[src/hw/rtl/mgts_pkg.sv]
// ----------------------------------------------------------------------------
// mgts_pkg: shared types and constants of the minor GC transaction sequencer
// Holds the op, phase and error codes, the payload structs of both channels
// and the saturating counter add.
// ----------------------------------------------------------------------------
`default_nettype none

package mgts_pkg;

	// Width of byte and object counters
	localparam int BYTE_BITS = 40;
	// Width of the diagnostic fields of a result
	localparam int DIAG_W = 40;
	// Width of a saturating sum before the clamp
	localparam int SUM_W = ((BYTE_BITS > 32) ? BYTE_BITS : 32) + 1;

	localparam logic [BYTE_BITS-1:0] BYTE_MASK = {BYTE_BITS{1'b1}};

	// Operation codes
	localparam logic [2:0] OP_INIT     = 3'd0;
	localparam logic [2:0] OP_BEGIN    = 3'd1;
	localparam logic [2:0] OP_EVACUATE = 3'd2;
	localparam logic [2:0] OP_REWRITE  = 3'd3;
	localparam logic [2:0] OP_VERIFY   = 3'd4;
	localparam logic [2:0] OP_RESUME   = 3'd5;
	localparam logic [2:0] OP_ABORT    = 3'd6;
	localparam logic [2:0] OP_UNDEF    = 3'd7;

	// Transaction phases
	localparam logic [2:0] PH_IDLE     = 3'd0;
	localparam logic [2:0] PH_EVACUATE = 3'd1;
	localparam logic [2:0] PH_REWRITE  = 3'd2;
	localparam logic [2:0] PH_VERIFY   = 3'd3;
	localparam logic [2:0] PH_RESUME   = 3'd4;
	localparam logic [2:0] PH_COMPLETE = 3'd5;
	localparam logic [2:0] PH_ABORTED  = 3'd6;

	// Error codes
	localparam logic [3:0] ERR_NONE         = 4'd0;
	localparam logic [3:0] ERR_BAD_ARG      = 4'd1;
	localparam logic [3:0] ERR_NOT_STOPPED  = 4'd2;
	localparam logic [3:0] ERR_NO_ROOTS     = 4'd3;
	localparam logic [3:0] ERR_BAD_PHASE    = 4'd4;
	localparam logic [3:0] ERR_BAD_REGION   = 4'd5;
	localparam logic [3:0] ERR_SPACE_FULL   = 4'd6;
	localparam logic [3:0] ERR_UNRESOLVED   = 4'd7;
	localparam logic [3:0] ERR_INCONSISTENT = 4'd8;

	// One event
	typedef struct packed {
		logic [2:0]           op;
		logic [31:0]          region_total;
		logic [BYTE_BITS-1:0] space_bytes;
		logic [31:0]          budget;
		logic                 stopped_in;
		logic                 roots_ready;
		logic [BYTE_BITS-1:0] live_bytes;
		logic [31:0]          object_total;
		logic [31:0]          ref_count;
	} req_t;

	// One result
	typedef struct packed {
		logic                 ok;
		logic [3:0]           error_code;
		logic [DIAG_W-1:0]    expected_value;
		logic [DIAG_W-1:0]    actual_value;
		logic [2:0]           phase_out;
		logic [31:0]          cursor_out;
		logic                 boundary_ok;
		logic                 can_resume;
		logic                 stopped_out;
		logic [BYTE_BITS-1:0] used_bytes_out;
		logic [BYTE_BITS-1:0] evacuated_out;
		logic [BYTE_BITS-1:0] promoted_out;
	} rsp_t;

	// Add two zero-extended counts and clamp at all ones
	function automatic logic [BYTE_BITS-1:0] sat_add(
		input logic [SUM_W-1:0] a,
		input logic [SUM_W-1:0] b
	);
		logic [SUM_W-1:0] s;
		s = a + b;
		if (s > SUM_W'(BYTE_MASK)) begin
			return BYTE_MASK;
		end
		return s[BYTE_BITS-1:0];
	endfunction

endpackage

`default_nettype wire

[src/hw/rtl/mgts_if.sv]
// ----------------------------------------------------------------------------
// mgts_if: valid/ready channels of the minor GC transaction sequencer
// Event channel and result channel, each with a source and a sink modport.
// ----------------------------------------------------------------------------
`default_nettype none

interface mgts_req_if;
	logic          valid;
	logic          ready;
	mgts_pkg::req_t data;

	modport source (output valid, output data, input ready);
	modport sink   (input valid, input data, output ready);
endinterface

interface mgts_rsp_if;
	logic          valid;
	logic          ready;
	mgts_pkg::rsp_t data;

	modport source (output valid, output data, input ready);
	modport sink   (input valid, input data, output ready);
endinterface

`default_nettype wire

[src/hw/rtl/minor_gc_transaction_sequencer_core.sv]
// ----------------------------------------------------------------------------
// minor_gc_transaction_sequencer_core: minor collection transaction sequencer
// Walks one minor collection through its phases, one op per event, and
// answers each event with status, a dense error code and diagnostics.
// ----------------------------------------------------------------------------
// Usage:
//   req carries one event (op plus arguments) per transfer; rsp carries
//   exactly one result per event, in event order.
//   An accepted event is held in an input register; once the result
//   register is free or its result moves on, the phase and counter
//   registers are updated and the result is written to the output
//   register. The block takes one event per cycle while rsp is not
//   stalled: the single pass of compares, one 40-bit subtract and the
//   saturating adds sits between the input and output registers.
//   When rsp is stalled the output register holds its result, the input
//   register holds the next event, and req.ready drops until the result
//   moves on.
//   arst_n clears both valid flags and returns the transaction to idle with
//   all counters zero and the boundary consistent. No clearing pass follows.
// ----------------------------------------------------------------------------
`default_nettype none

module minor_gc_transaction_sequencer_core (
	input  wire logic   clk,
	input  wire logic   arst_n,
	mgts_req_if.sink    req,
	mgts_rsp_if.source  rsp
);
	import mgts_pkg::*;

	// Input register
	logic                 valid_s1;
	req_t                 item_s1;
	// Result register
	logic                 valid_s2;
	rsp_t                 result_s2;

	// Transaction state
	logic [2:0]           phase_q;
	logic [31:0]          region_limit_q;
	logic [31:0]          region_cursor_q;
	logic [BYTE_BITS-1:0] space_limit_q;
	logic [BYTE_BITS-1:0] space_used_q;
	logic [BYTE_BITS-1:0] evacuated_q;
	logic [BYTE_BITS-1:0] promoted_q;
	logic [31:0]          rewritten_q;
	logic [31:0]          unresolved_q;
	logic                 held_q;
	logic                 traced_q;
	logic                 consistent_q;

	// Next state and result
	logic [2:0]           phase_d;
	logic [31:0]          region_limit_d;
	logic [31:0]          region_cursor_d;
	logic [BYTE_BITS-1:0] space_limit_d;
	logic [BYTE_BITS-1:0] space_used_d;
	logic [BYTE_BITS-1:0] evacuated_d;
	logic [BYTE_BITS-1:0] promoted_d;
	logic [31:0]          rewritten_d;
	logic [31:0]          unresolved_d;
	logic                 held_d;
	logic                 traced_d;
	logic                 consistent_d;
	logic [3:0]           code;
	logic [DIAG_W-1:0]    exp_v;
	logic [DIAG_W-1:0]    act_v;
	logic [BYTE_BITS-1:0] free_bytes;
	logic                 resume_ok;
	rsp_t                 result;

	logic                 advance;

	// Move the held event on when the result register is free
	assign advance   = valid_s1 && (!valid_s2 || rsp.ready);
	assign req.ready = !valid_s1 || advance;
	assign rsp.valid = valid_s2;
	assign rsp.data  = result_s2;

	// Hold the accepted event
	always_ff @(posedge clk or negedge arst_n) begin
		if (!arst_n) begin
			valid_s1 <= 1'b0;
		end else if (req.ready) begin
			valid_s1 <= req.valid;
		end
	end

	always_ff @(posedge clk) begin
		if (req.valid && req.ready) begin
			item_s1 <= req.data;
		end
	end

	// Resolve the event against the current phase and counters
	always_comb begin
		phase_d         = phase_q;
		region_limit_d  = region_limit_q;
		region_cursor_d = region_cursor_q;
		space_limit_d   = space_limit_q;
		space_used_d    = space_used_q;
		evacuated_d     = evacuated_q;
		promoted_d      = promoted_q;
		rewritten_d     = rewritten_q;
		unresolved_d    = unresolved_q;
		held_d          = held_q;
		traced_d        = traced_q;
		consistent_d    = consistent_q;
		code            = ERR_NONE;
		exp_v           = '0;
		act_v           = '0;
		free_bytes      = (space_limit_q >= space_used_q) ?
			(space_limit_q - space_used_q) : '0;

		unique case (item_s1.op)
			OP_INIT: begin
				phase_d         = PH_IDLE;
				region_limit_d  = '0;
				region_cursor_d = '0;
				space_limit_d   = '0;
				space_used_d    = '0;
				evacuated_d     = '0;
				promoted_d      = '0;
				rewritten_d     = '0;
				unresolved_d    = '0;
				held_d          = 1'b0;
				traced_d        = 1'b0;
				consistent_d    = 1'b1;
			end
			OP_BEGIN: begin
				priority if (item_s1.region_total == '0 || item_s1.space_bytes == '0 ||
						item_s1.budget == '0) begin
					code  = ERR_BAD_ARG;
					exp_v = DIAG_W'(1);
				end else if (!item_s1.stopped_in) begin
					code  = ERR_NOT_STOPPED;
					exp_v = DIAG_W'(1);
				end else if (!item_s1.roots_ready) begin
					code  = ERR_NO_ROOTS;
					exp_v = DIAG_W'(1);
				end else if (phase_q != PH_IDLE && phase_q != PH_COMPLETE &&
						phase_q != PH_ABORTED) begin
					code  = ERR_BAD_PHASE;
					act_v = DIAG_W'(phase_q);
				end else begin
					phase_d         = PH_EVACUATE;
					region_limit_d  = item_s1.region_total;
					region_cursor_d = '0;
					space_limit_d   = item_s1.space_bytes;
					space_used_d    = '0;
					evacuated_d     = '0;
					promoted_d      = '0;
					rewritten_d     = '0;
					unresolved_d    = '0;
					held_d          = 1'b1;
					traced_d        = 1'b1;
					consistent_d    = 1'b0;
				end
			end
			OP_EVACUATE: begin
				priority if (phase_q != PH_EVACUATE || !held_q || !traced_q) begin
					code  = ERR_BAD_PHASE;
					exp_v = DIAG_W'(PH_EVACUATE);
					act_v = DIAG_W'(phase_q);
				end else if (region_cursor_q >= region_limit_q ||
						item_s1.object_total == '0) begin
					code  = ERR_BAD_REGION;
					exp_v = DIAG_W'(region_limit_q);
					act_v = DIAG_W'(region_cursor_q);
				end else if (item_s1.live_bytes > free_bytes) begin
					code         = ERR_SPACE_FULL;
					exp_v        = DIAG_W'(free_bytes);
					act_v        = DIAG_W'(item_s1.live_bytes);
					consistent_d = 1'b0;
				end else begin
					space_used_d    = sat_add(SUM_W'(space_used_q), SUM_W'(item_s1.live_bytes));
					evacuated_d     = sat_add(SUM_W'(evacuated_q), SUM_W'(item_s1.live_bytes));
					promoted_d      = sat_add(SUM_W'(promoted_q), SUM_W'(item_s1.object_total));
					region_cursor_d = region_cursor_q + 32'd1;
					consistent_d    = 1'b0;
					if (region_cursor_d == region_limit_q) begin
						phase_d = PH_REWRITE;
					end
				end
			end
			OP_REWRITE: begin
				if (phase_q != PH_REWRITE || !held_q) begin
					code  = ERR_BAD_PHASE;
					exp_v = DIAG_W'(PH_REWRITE);
					act_v = DIAG_W'(phase_q);
				end else begin
					rewritten_d  = item_s1.ref_count;
					phase_d      = PH_VERIFY;
					consistent_d = 1'b0;
				end
			end
			OP_VERIFY: begin
				if (phase_q != PH_VERIFY || !held_q) begin
					code  = ERR_BAD_PHASE;
					exp_v = DIAG_W'(PH_VERIFY);
					act_v = DIAG_W'(phase_q);
				end else begin
					unresolved_d = item_s1.ref_count;
					if (item_s1.ref_count != '0) begin
						code         = ERR_UNRESOLVED;
						act_v        = DIAG_W'(item_s1.ref_count);
						consistent_d = 1'b0;
					end else begin
						phase_d      = PH_RESUME;
						consistent_d = 1'b1;
					end
				end
			end
			OP_RESUME: begin
				if (!(phase_q == PH_RESUME && held_q && traced_q && unresolved_q == '0 &&
						consistent_q)) begin
					code  = ERR_INCONSISTENT;
					exp_v = DIAG_W'(PH_RESUME);
					act_v = DIAG_W'(phase_q);
				end else begin
					held_d       = 1'b0;
					phase_d      = PH_COMPLETE;
					consistent_d = 1'b1;
				end
			end
			OP_ABORT: begin
				if (phase_q < PH_EVACUATE || phase_q > PH_RESUME) begin
					code  = ERR_BAD_PHASE;
					exp_v = DIAG_W'(PH_EVACUATE);
					act_v = DIAG_W'(phase_q);
				end else begin
					phase_d      = PH_ABORTED;
					consistent_d = 1'b1;
				end
			end
			OP_UNDEF: begin
				code  = ERR_BAD_ARG;
				exp_v = DIAG_W'(OP_ABORT);
				act_v = DIAG_W'(OP_UNDEF);
			end
		endcase

		resume_ok = (phase_d == PH_RESUME) && held_d && traced_d &&
			(unresolved_d == '0) && consistent_d;

		result.ok             = (code == ERR_NONE);
		result.error_code     = code;
		result.expected_value = exp_v;
		result.actual_value   = act_v;
		result.phase_out      = phase_d;
		result.cursor_out     = region_cursor_d;
		result.boundary_ok    = consistent_d;
		result.can_resume     = resume_ok;
		result.stopped_out    = held_d;
		result.used_bytes_out = space_used_d;
		result.evacuated_out  = evacuated_d;
		result.promoted_out   = promoted_d;
	end

	// Advance the transaction state
	always_ff @(posedge clk or negedge arst_n) begin
		if (!arst_n) begin
			phase_q         <= PH_IDLE;
			region_limit_q  <= '0;
			region_cursor_q <= '0;
			space_limit_q   <= '0;
			space_used_q    <= '0;
			evacuated_q     <= '0;
			promoted_q      <= '0;
			rewritten_q     <= '0;
			unresolved_q    <= '0;
			held_q          <= 1'b0;
			traced_q        <= 1'b0;
			consistent_q    <= 1'b1;
		end else if (advance) begin
			phase_q         <= phase_d;
			region_limit_q  <= region_limit_d;
			region_cursor_q <= region_cursor_d;
			space_limit_q   <= space_limit_d;
			space_used_q    <= space_used_d;
			evacuated_q     <= evacuated_d;
			promoted_q      <= promoted_d;
			rewritten_q     <= rewritten_d;
			unresolved_q    <= unresolved_d;
			held_q          <= held_d;
			traced_q        <= traced_d;
			consistent_q    <= consistent_d;
		end
	end

	// Hold the result until its transfer
	always_ff @(posedge clk or negedge arst_n) begin
		if (!arst_n) begin
			valid_s2 <= 1'b0;
		end else if (advance) begin
			valid_s2 <= 1'b1;
		end else if (rsp.ready) begin
			valid_s2 <= 1'b0;
		end
	end

	always_ff @(posedge clk) begin
		if (advance) begin
			result_s2 <= result;
		end
	end

	// A result is ok exactly when it carries no error code
	a_ok_code: assert property (@(posedge clk) disable iff (!arst_n)
		rsp.valid |-> (rsp.data.ok == (rsp.data.error_code == ERR_NONE)))
		else $error("ok flag disagrees with error code");

	// Resume readiness implies the resume phase, held mutators and a clean boundary
	a_can_resume: assert property (@(posedge clk) disable iff (!arst_n)
		(rsp.valid && rsp.data.can_resume) |->
		(rsp.data.phase_out == PH_RESUME && rsp.data.stopped_out && rsp.data.boundary_ok))
		else $error("can_resume without its preconditions");

	// The region cursor never passes the region limit
	a_cursor_limit: assert property (@(posedge clk) disable iff (!arst_n)
		region_cursor_q <= region_limit_q)
		else $error("region cursor beyond limit");

	// Used to-space never exceeds the to-space limit
	a_space_limit: assert property (@(posedge clk) disable iff (!arst_n)
		space_used_q <= space_limit_q)
		else $error("to-space overcommitted");

	// Init returns the transaction to idle with a cleared cursor
	a_init_clears: assert property (@(posedge clk) disable iff (!arst_n)
		(advance && item_s1.op == OP_INIT) |=>
		(phase_q == PH_IDLE && region_cursor_q == '0 && consistent_q && !held_q))
		else $error("init did not clear the transaction");

	// A stalled result register keeps the event waiting
	a_stall_blocks: assert property (@(posedge clk) disable iff (!arst_n)
		(valid_s2 && !rsp.ready) |-> !advance)
		else $error("event processed while result stalled");

endmodule

`default_nettype wire
[src/flat_wrapper.sv]
// flat-port wrapper written by rule: the top's interface ports become plain ports
module minor_gc_transaction_sequencer_core_flat import mgts_pkg::*;
  (clk, arst_n, req_valid, req_data, req_ready, rsp_valid, rsp_data, rsp_ready);
  mgts_req_if req_i ();
  mgts_rsp_if rsp_i ();
  input  wire logic clk;
  input  wire logic arst_n;
  input wire logic [$bits(req_i.valid)-1:0] req_valid;
  input wire logic [$bits(req_i.data)-1:0] req_data;
  output wire logic [$bits(req_i.ready)-1:0] req_ready;
  output wire logic [$bits(rsp_i.valid)-1:0] rsp_valid;
  output wire logic [$bits(rsp_i.data)-1:0] rsp_data;
  input wire logic [$bits(rsp_i.ready)-1:0] rsp_ready;
  assign req_i.valid = req_valid;
  assign req_i.data = req_data;
  assign req_ready = req_i.ready;
  assign rsp_valid = rsp_i.valid;
  assign rsp_data = rsp_i.data;
  assign rsp_i.ready = rsp_ready;
  minor_gc_transaction_sequencer_core u_core (.clk(clk), .arst_n(arst_n), .req(req_i), .rsp(rsp_i));
endmodule
[config.mk]
export PLATFORM = sky130hd
export DESIGN_NAME = minor_gc_transaction_sequencer_core_flat
export DESIGN_NICKNAME = d
export VERILOG_FILES = /design/src/hw/rtl/mgts_pkg.sv /design/src/hw/rtl/mgts_if.sv /design/src/hw/rtl/minor_gc_transaction_sequencer_core.sv /design/src/flat_wrapper.sv
export SDC_FILE = /design/constraint.sdc
export NUM_CORES = 1
export LEC_CHECK = 0
export BUFFER_PORTS_ARGS = -buffer_cell sky130_fd_sc_hd__buf_2
export CAP_MARGIN = 10
export CORE_MARGIN = 3
export CORE_UTILIZATION = 55
export DETAILED_ROUTE_END_ITERATION = 10
export PLACE_DENSITY_LB_ADDON = 0.12
export SLEW_MARGIN = 15
export SYNTH_ARGS = -nofsm -noshare
export SYNTH_HDL_FRONTEND = slang
export SYNTH_SLANG_ARGS = --single-unit
export TNS_END_PERCENT = 30
[constraint.sdc]
create_clock -name clk -period 24.4 [get_ports clk]
set_input_delay 4.88 -clock clk [delete_from_list [all_inputs] [get_ports clk]]
set_output_delay 4.88 -clock clk [all_outputs]
set_load 0.005 [all_outputs]
**Yosys cells after proc, flatten, opt, wreduce, memory -nomap -nowiden**

Cells that the tools add are included.

- Register bits: 720
- Output and inout bits: 245
- Logic and storage cells: 251

- Add/subtract/negate cells: 5
- Magnitude comparators: 8
- Equality and inequality tests: 19
- Mux-type cells: 146
- Reductions and logical operators: 39

Operator list:

| cell | count |
|---|---|
| $mux W40 | 44 |
| $pmux W40 S7 | 2 |
| $mux W32 | 17 |
| $pmux W40 S3 | 3 |
| $pmux W32 S3 | 2 |
| $logic_not A32 Y1 | 5 |
| $gt A41 B40 Y1 const B | 3 |
| $add A40 B40 Y41 | 2 |
| $pmux W40 S2 | 1 |
| $mux W3 | 23 |
| $pmux W32 S2 | 1 |
| $add A40 B32 Y41 | 1 |
| $ge A40 B40 Y1 | 1 |
| $gt A40 B40 Y1 | 1 |
| $logic_not A40 Y1 | 1 |
| $sub A40 B40 Y40 | 1 |
| $mux W1 | 39 |
| $add A32 B1 Y32 const B | 1 |
| $eq A32 B32 Y1 | 1 |
| $ge A32 B32 Y1 | 1 |
| $reduce_bool A32 Y1 | 1 |
| $mux W4 | 7 |
| $pmux W4 S7 | 1 |
| $pmux W3 S7 | 1 |
| 22 further kinds | 57 |

**Longest topological paths before layout**

- Word-level depth: 13
- Depth in mapped cells: 28
- Gate-level depth less buffers: 25

**Worst setup path before layout**

No wires, ideal clock.

- Path type: input port to flip-flop
- Start: in rsp_ready
- End: reg u_core.promoted_q[13]
- Library setup time: 92 ps
- Arrival: 12967 ps
- Path slack: 11340 ps
- Stages: 6
- Path buffers: 2
- Cell sequence: nand2b_1 > nand2_1 > inv_1 > clkbuf_1 > buf_1 > a22o_1

- Cells in the longest elaborated chain, start to end: 2

Ends and longest elaborated chain:

| item | RTL line | text |
|---|---|---|
| start, declared | flat_wrapper.sv:13 | `input wire logic [$bits(rsp_i.ready)-1:0] rsp_ready;` |
| $logic_or A1 B1 Y1 | minor_gc_transaction_sequencer_core.sv:75 | `assign advance = valid_s1 && (!valid_s2 \|\| rsp.ready);` |
| $logic_and A1 B1 Y1 | minor_gc_transaction_sequencer_core.sv:75 |  |
| net u_core.advance | minor_gc_transaction_sequencer_core.sv:72 | `logic advance;` |
| end signal, assigned | minor_gc_transaction_sequencer_core.sv:282 | `promoted_q <= promoted_d;` |
| end, declared | minor_gc_transaction_sequencer_core.sv:45 | `logic [BYTE_BITS-1:0] promoted_q;` |

The timed path passes the listed nets, and every way through them passes these cells.
A chain may end at the register's enable or synchronous reset.

**Worst setup path after layout**

- Start: in rsp_ready
- End: out req_ready

- Cells in the longest elaborated chain, start to end: 3

Ends and longest elaborated chain:

| item | RTL line | text |
|---|---|---|
| $logic_or A1 B1 Y1 | minor_gc_transaction_sequencer_core.sv:75 |  |
| $logic_and A1 B1 Y1 | minor_gc_transaction_sequencer_core.sv:75 |  |
| $logic_or A1 B1 Y1 | minor_gc_transaction_sequencer_core.sv:76 | `assign req.ready = !valid_s1 \|\| advance;` |
| end, declared | flat_wrapper.sv:10 | `output wire logic [$bits(req_i.ready)-1:0] req_ready;` |

No other way between the ends.

==> impl_metrics.yaml <==
worst_hold_path:
  hold_class: "flop to flop"
worst_setup_path:
  crit_fanout: 3
  crit_path_end_kind: "output pin"
  crit_type: "primary input to output pin"
  cp-start-kind: "primary input"
  cp.arrival_ps: 5330
  cp_data_required_time_ps: 19520
global_routing:
  grt_max_degree: 159
  grt_pass1_vias: 32800
  top_usage_layer: "met2"
  antenna_found_initial: 5
  grt_pass1_wl_um: 209000
  grt_use_met3_pct: 8.71
  grt_usage_pct: 35.9
  grtUsageMet1_pct: 50.9
  grt_overflow: 0
  use_met2_pct: 52.4
clocking:
  clk_pin_slew_worst_paths_ps: 60
  clk_latency_ps: 660
  cts_max_level: 3
  cts-root-buf: "clkbuf_16"
  cts_setup_buffers: 0
  cts_tree: "done"
  cts_resized: 0
  holdBufCountCts: 0
  cts.sinks: 720
  clockBufferDepth: 3
  numCtsBuffers: 79
yosys:
  ys_seq_area_share_pct: 49.8
  synth_area_mm2: 0.0408
  syn_area_per_cell_um2: 10.1
  synthFlopType: "edfxtp_1"
  synth_top_area_share_pct: 33.6
  netlist_top_cells_area: "edfxtp_1, dfrtp_1, ha_1, nand2_1, a21oi_1"
  synth_cells: 4054
  ys_types: 94
  async_flop_share_pct: 36.7
  ys_ff_latch: 720
  synth_edf_count: 456
  yosys.area.top_type: "edfxtp_1"
  ys_warn_count: 0
  syn_nets: 4500
cells_and_area:
  finalNetCount: 4866
  final_area_mm2: 0.0466
  layout-drive-gt1-share_pct: 15.9
  fillerInstances: 6061
  syn_to_final_growth_pct: 14.2
sta:
  setup_violations: 0
  setup-tns-final_ps: 0
  grt_setup_unrepaired: "false"
  hold_viol_final: 0
  hold_slack_ps: 470
  slew_headroom_pct: 17.8
  clock_skew_ps: 35.1
  period_needed_ps: 10210
  period_share_pct: 41.8
  slew_viol_final: 0
  max_clock_freq_ghz: 0.0980
  worst_slack_ps: 14190
  worstMarginPinSlew_ps: 1230
placed_design:
  place_hpwl_um: 102000
  place_area_mm2: 0.0439
  post-place-ws_ps: 14200
  place.gp.congestion: 0.996
  io_buffers: 461
die:
  num_rows: 99
  die_x_um: 278
  die_area_mm2: 0.0775
  initial_core_util_pct: 55.7
  core_area_mm2: 0.0732
  io_pins: 462
  dieHeight_um: 278
power_and_ir_drop:
  clockPowerShare_pct: 33.0
  p_sw_mw: 1.25
  total_power_mw: 3.74
  p_seq_share_pct: 40.4
  pwr-share-comb_pct: 26.6
  powerDensity_mw_per_mm2: 80.3
  p_leak_nw: 20.7
  vdd_drop_max_mv: 0.0642
  netSwitchingFraction_pct: 33.5
  power.internal_mw: 2.49
detailed_routing:
  wl_um: 142000
  drc: 0
  drt.antenna.violating_nets: 0
  via_count: 35100
  avgViaCountPerCell: 6.44
  drt-initial-drc-count: 4232
  wl_per_cell_um: 26.1
  drtPass1Iterations: 7
flow_run:
  drv_cap: 0
status:
  outcome: "completed"
[kinds of logic after synthesis]
group           after synthesis  share of synthesized area [%]
flops                       720                           49.8
fa+ha+maj                   230                           7.12
mux                          21                          0.534
xor+xnor                    165                           3.54
simple gates               1246                           14.7
compound gates             1306                           20.8
buf+inv                     366                           3.55
[through the flow]
| stage | util, % | instances |
|---|---|---|
| 3_5_place_dp | 60.0 | 5298 |
| 2_1_floorplan | - | 4054 |
| 6_report | 63.6 | 5446 |
| 4_1_cts | 63.6 | 5445 |
| 5_1_grt | 63.6 | 5445 |
| 3_3_place_gp | 60.0 | 5298 |
[path summary, 6_finish.rpt]
kind	cells past startpoint	slack [ps]	startpoint	end
hold / removal	2	470	u_core.space_limit_q[18]	u_core.space_limit_q[18]
min in group asynchronous	1	4180	arst_n	u_core.promoted_q[6]
setup reg to reg	22	15660	u_core.space_used_q[1]	u_core.promoted_q[10]
hold reg to reg	2	470	u_core.space_limit_q[18]	u_core.space_limit_q[18]
max in group asynchronous	2	18810	arst_n	u_core.region_limit_q[13]
setup / recovery	3	14190	rsp_ready	req_ready
[Yosys cell counts (34+ instances only)]
library cell	number
nand2b_1	34
xor2_1	72
clkbuf_1	181
a21oi_1	327
o31ai_1	41
nor3_1	57
a31oi_1	36
and2_1	60
dfrtp_1	263
a22o_1	97
inv_1	133
xnor2_1	93
buf_2	35
ha_1	225
nor2_1	185
edfxtp_1	456
nand3_1	140
nor4_1	69
o21ai_0	317
nand2_1	491
nand4_1	65
and3_1	36
a21o_1	194
[critical path: stages]
cell and delay, ps:
buf_2 100, nand3b_1 190, buf_2 150
[final cells by class]
type                       instances  area, um2  share of cell area (%)
clock inverter                    44        547                    1.17
antenna                            1       2.50                 0.00537
multi-input combinational       2968      19100                    41.1
timing repair buffer             518       2760                    5.93
sequential                       720      20300                    43.6
clock buffer                     103       2140                    4.59
inverter                         133        507                    1.09
tap                              959       1200                    2.58
[placed cells by master, fill, tap and decap left out, types with 41 or more instances in the layout]
cell,instances
clkbuf_16,79
xor2_1,72
nand2_1,487
a21o_1,193
buf_2,460
nand4_1,65
ha_1,225
xnor2_1,93
edfxtp_1,456
buf_4,55
o21ai_0,317
nor4_1,68
inv_1,132
nor2_1,174
o31ai_1,41
nor3_1,57
a22o_1,97
nand3_1,140
and2_1,59
dfrtp_1,263
a21oi_1,327
[layer usage]
| metal | vias to the layer above | share of wire [%] |
|---|---|---|
| li1 | 15900 | - |
| met1 | 16900 | 41 |
| met2 | 1944 | 43 |
| met3 | 324 | 11 |
| met4 | 4 | 5.0 |
| met5 | - | 0.016 |
[sequential cells by signal, indices dropped and copies added, names as in the netlist]
| name | count |
|---|---|
| u_core.rsp.data | 243 |
| u_core.item_s1 | 213 |
| u_core.evacuated_q | 40 |
| u_core.promoted_q | 40 |
| u_core.space_limit_q | 40 |
| u_core.space_used_q | 40 |
| u_core.region_cursor_q | 32 |
| u_core.region_limit_q | 32 |
| u_core.unresolved_q | 32 |
| u_core.phase_q | 3 |
| u_core.consistent_q | 1 |
| u_core.held_q | 1 |
| u_core.rsp.valid | 1 |
| u_core.traced_q | 1 |
| u_core.valid_s1 | 1 |
[power by group through the flow]
stage	sequential, mW	clock [mW]	combinational (mW)
6_report	1.51	1.24	0.993
5_1_grt	1.52	1.30	1.08
4_1_cts	1.51	1.26	0.973
3_5_place_dp	1.53	0	0.966
3_3_place_gp	1.53	0	0.956
2_1_floorplan	1.50	0	0.656
(Power assumes the default switching activity.)
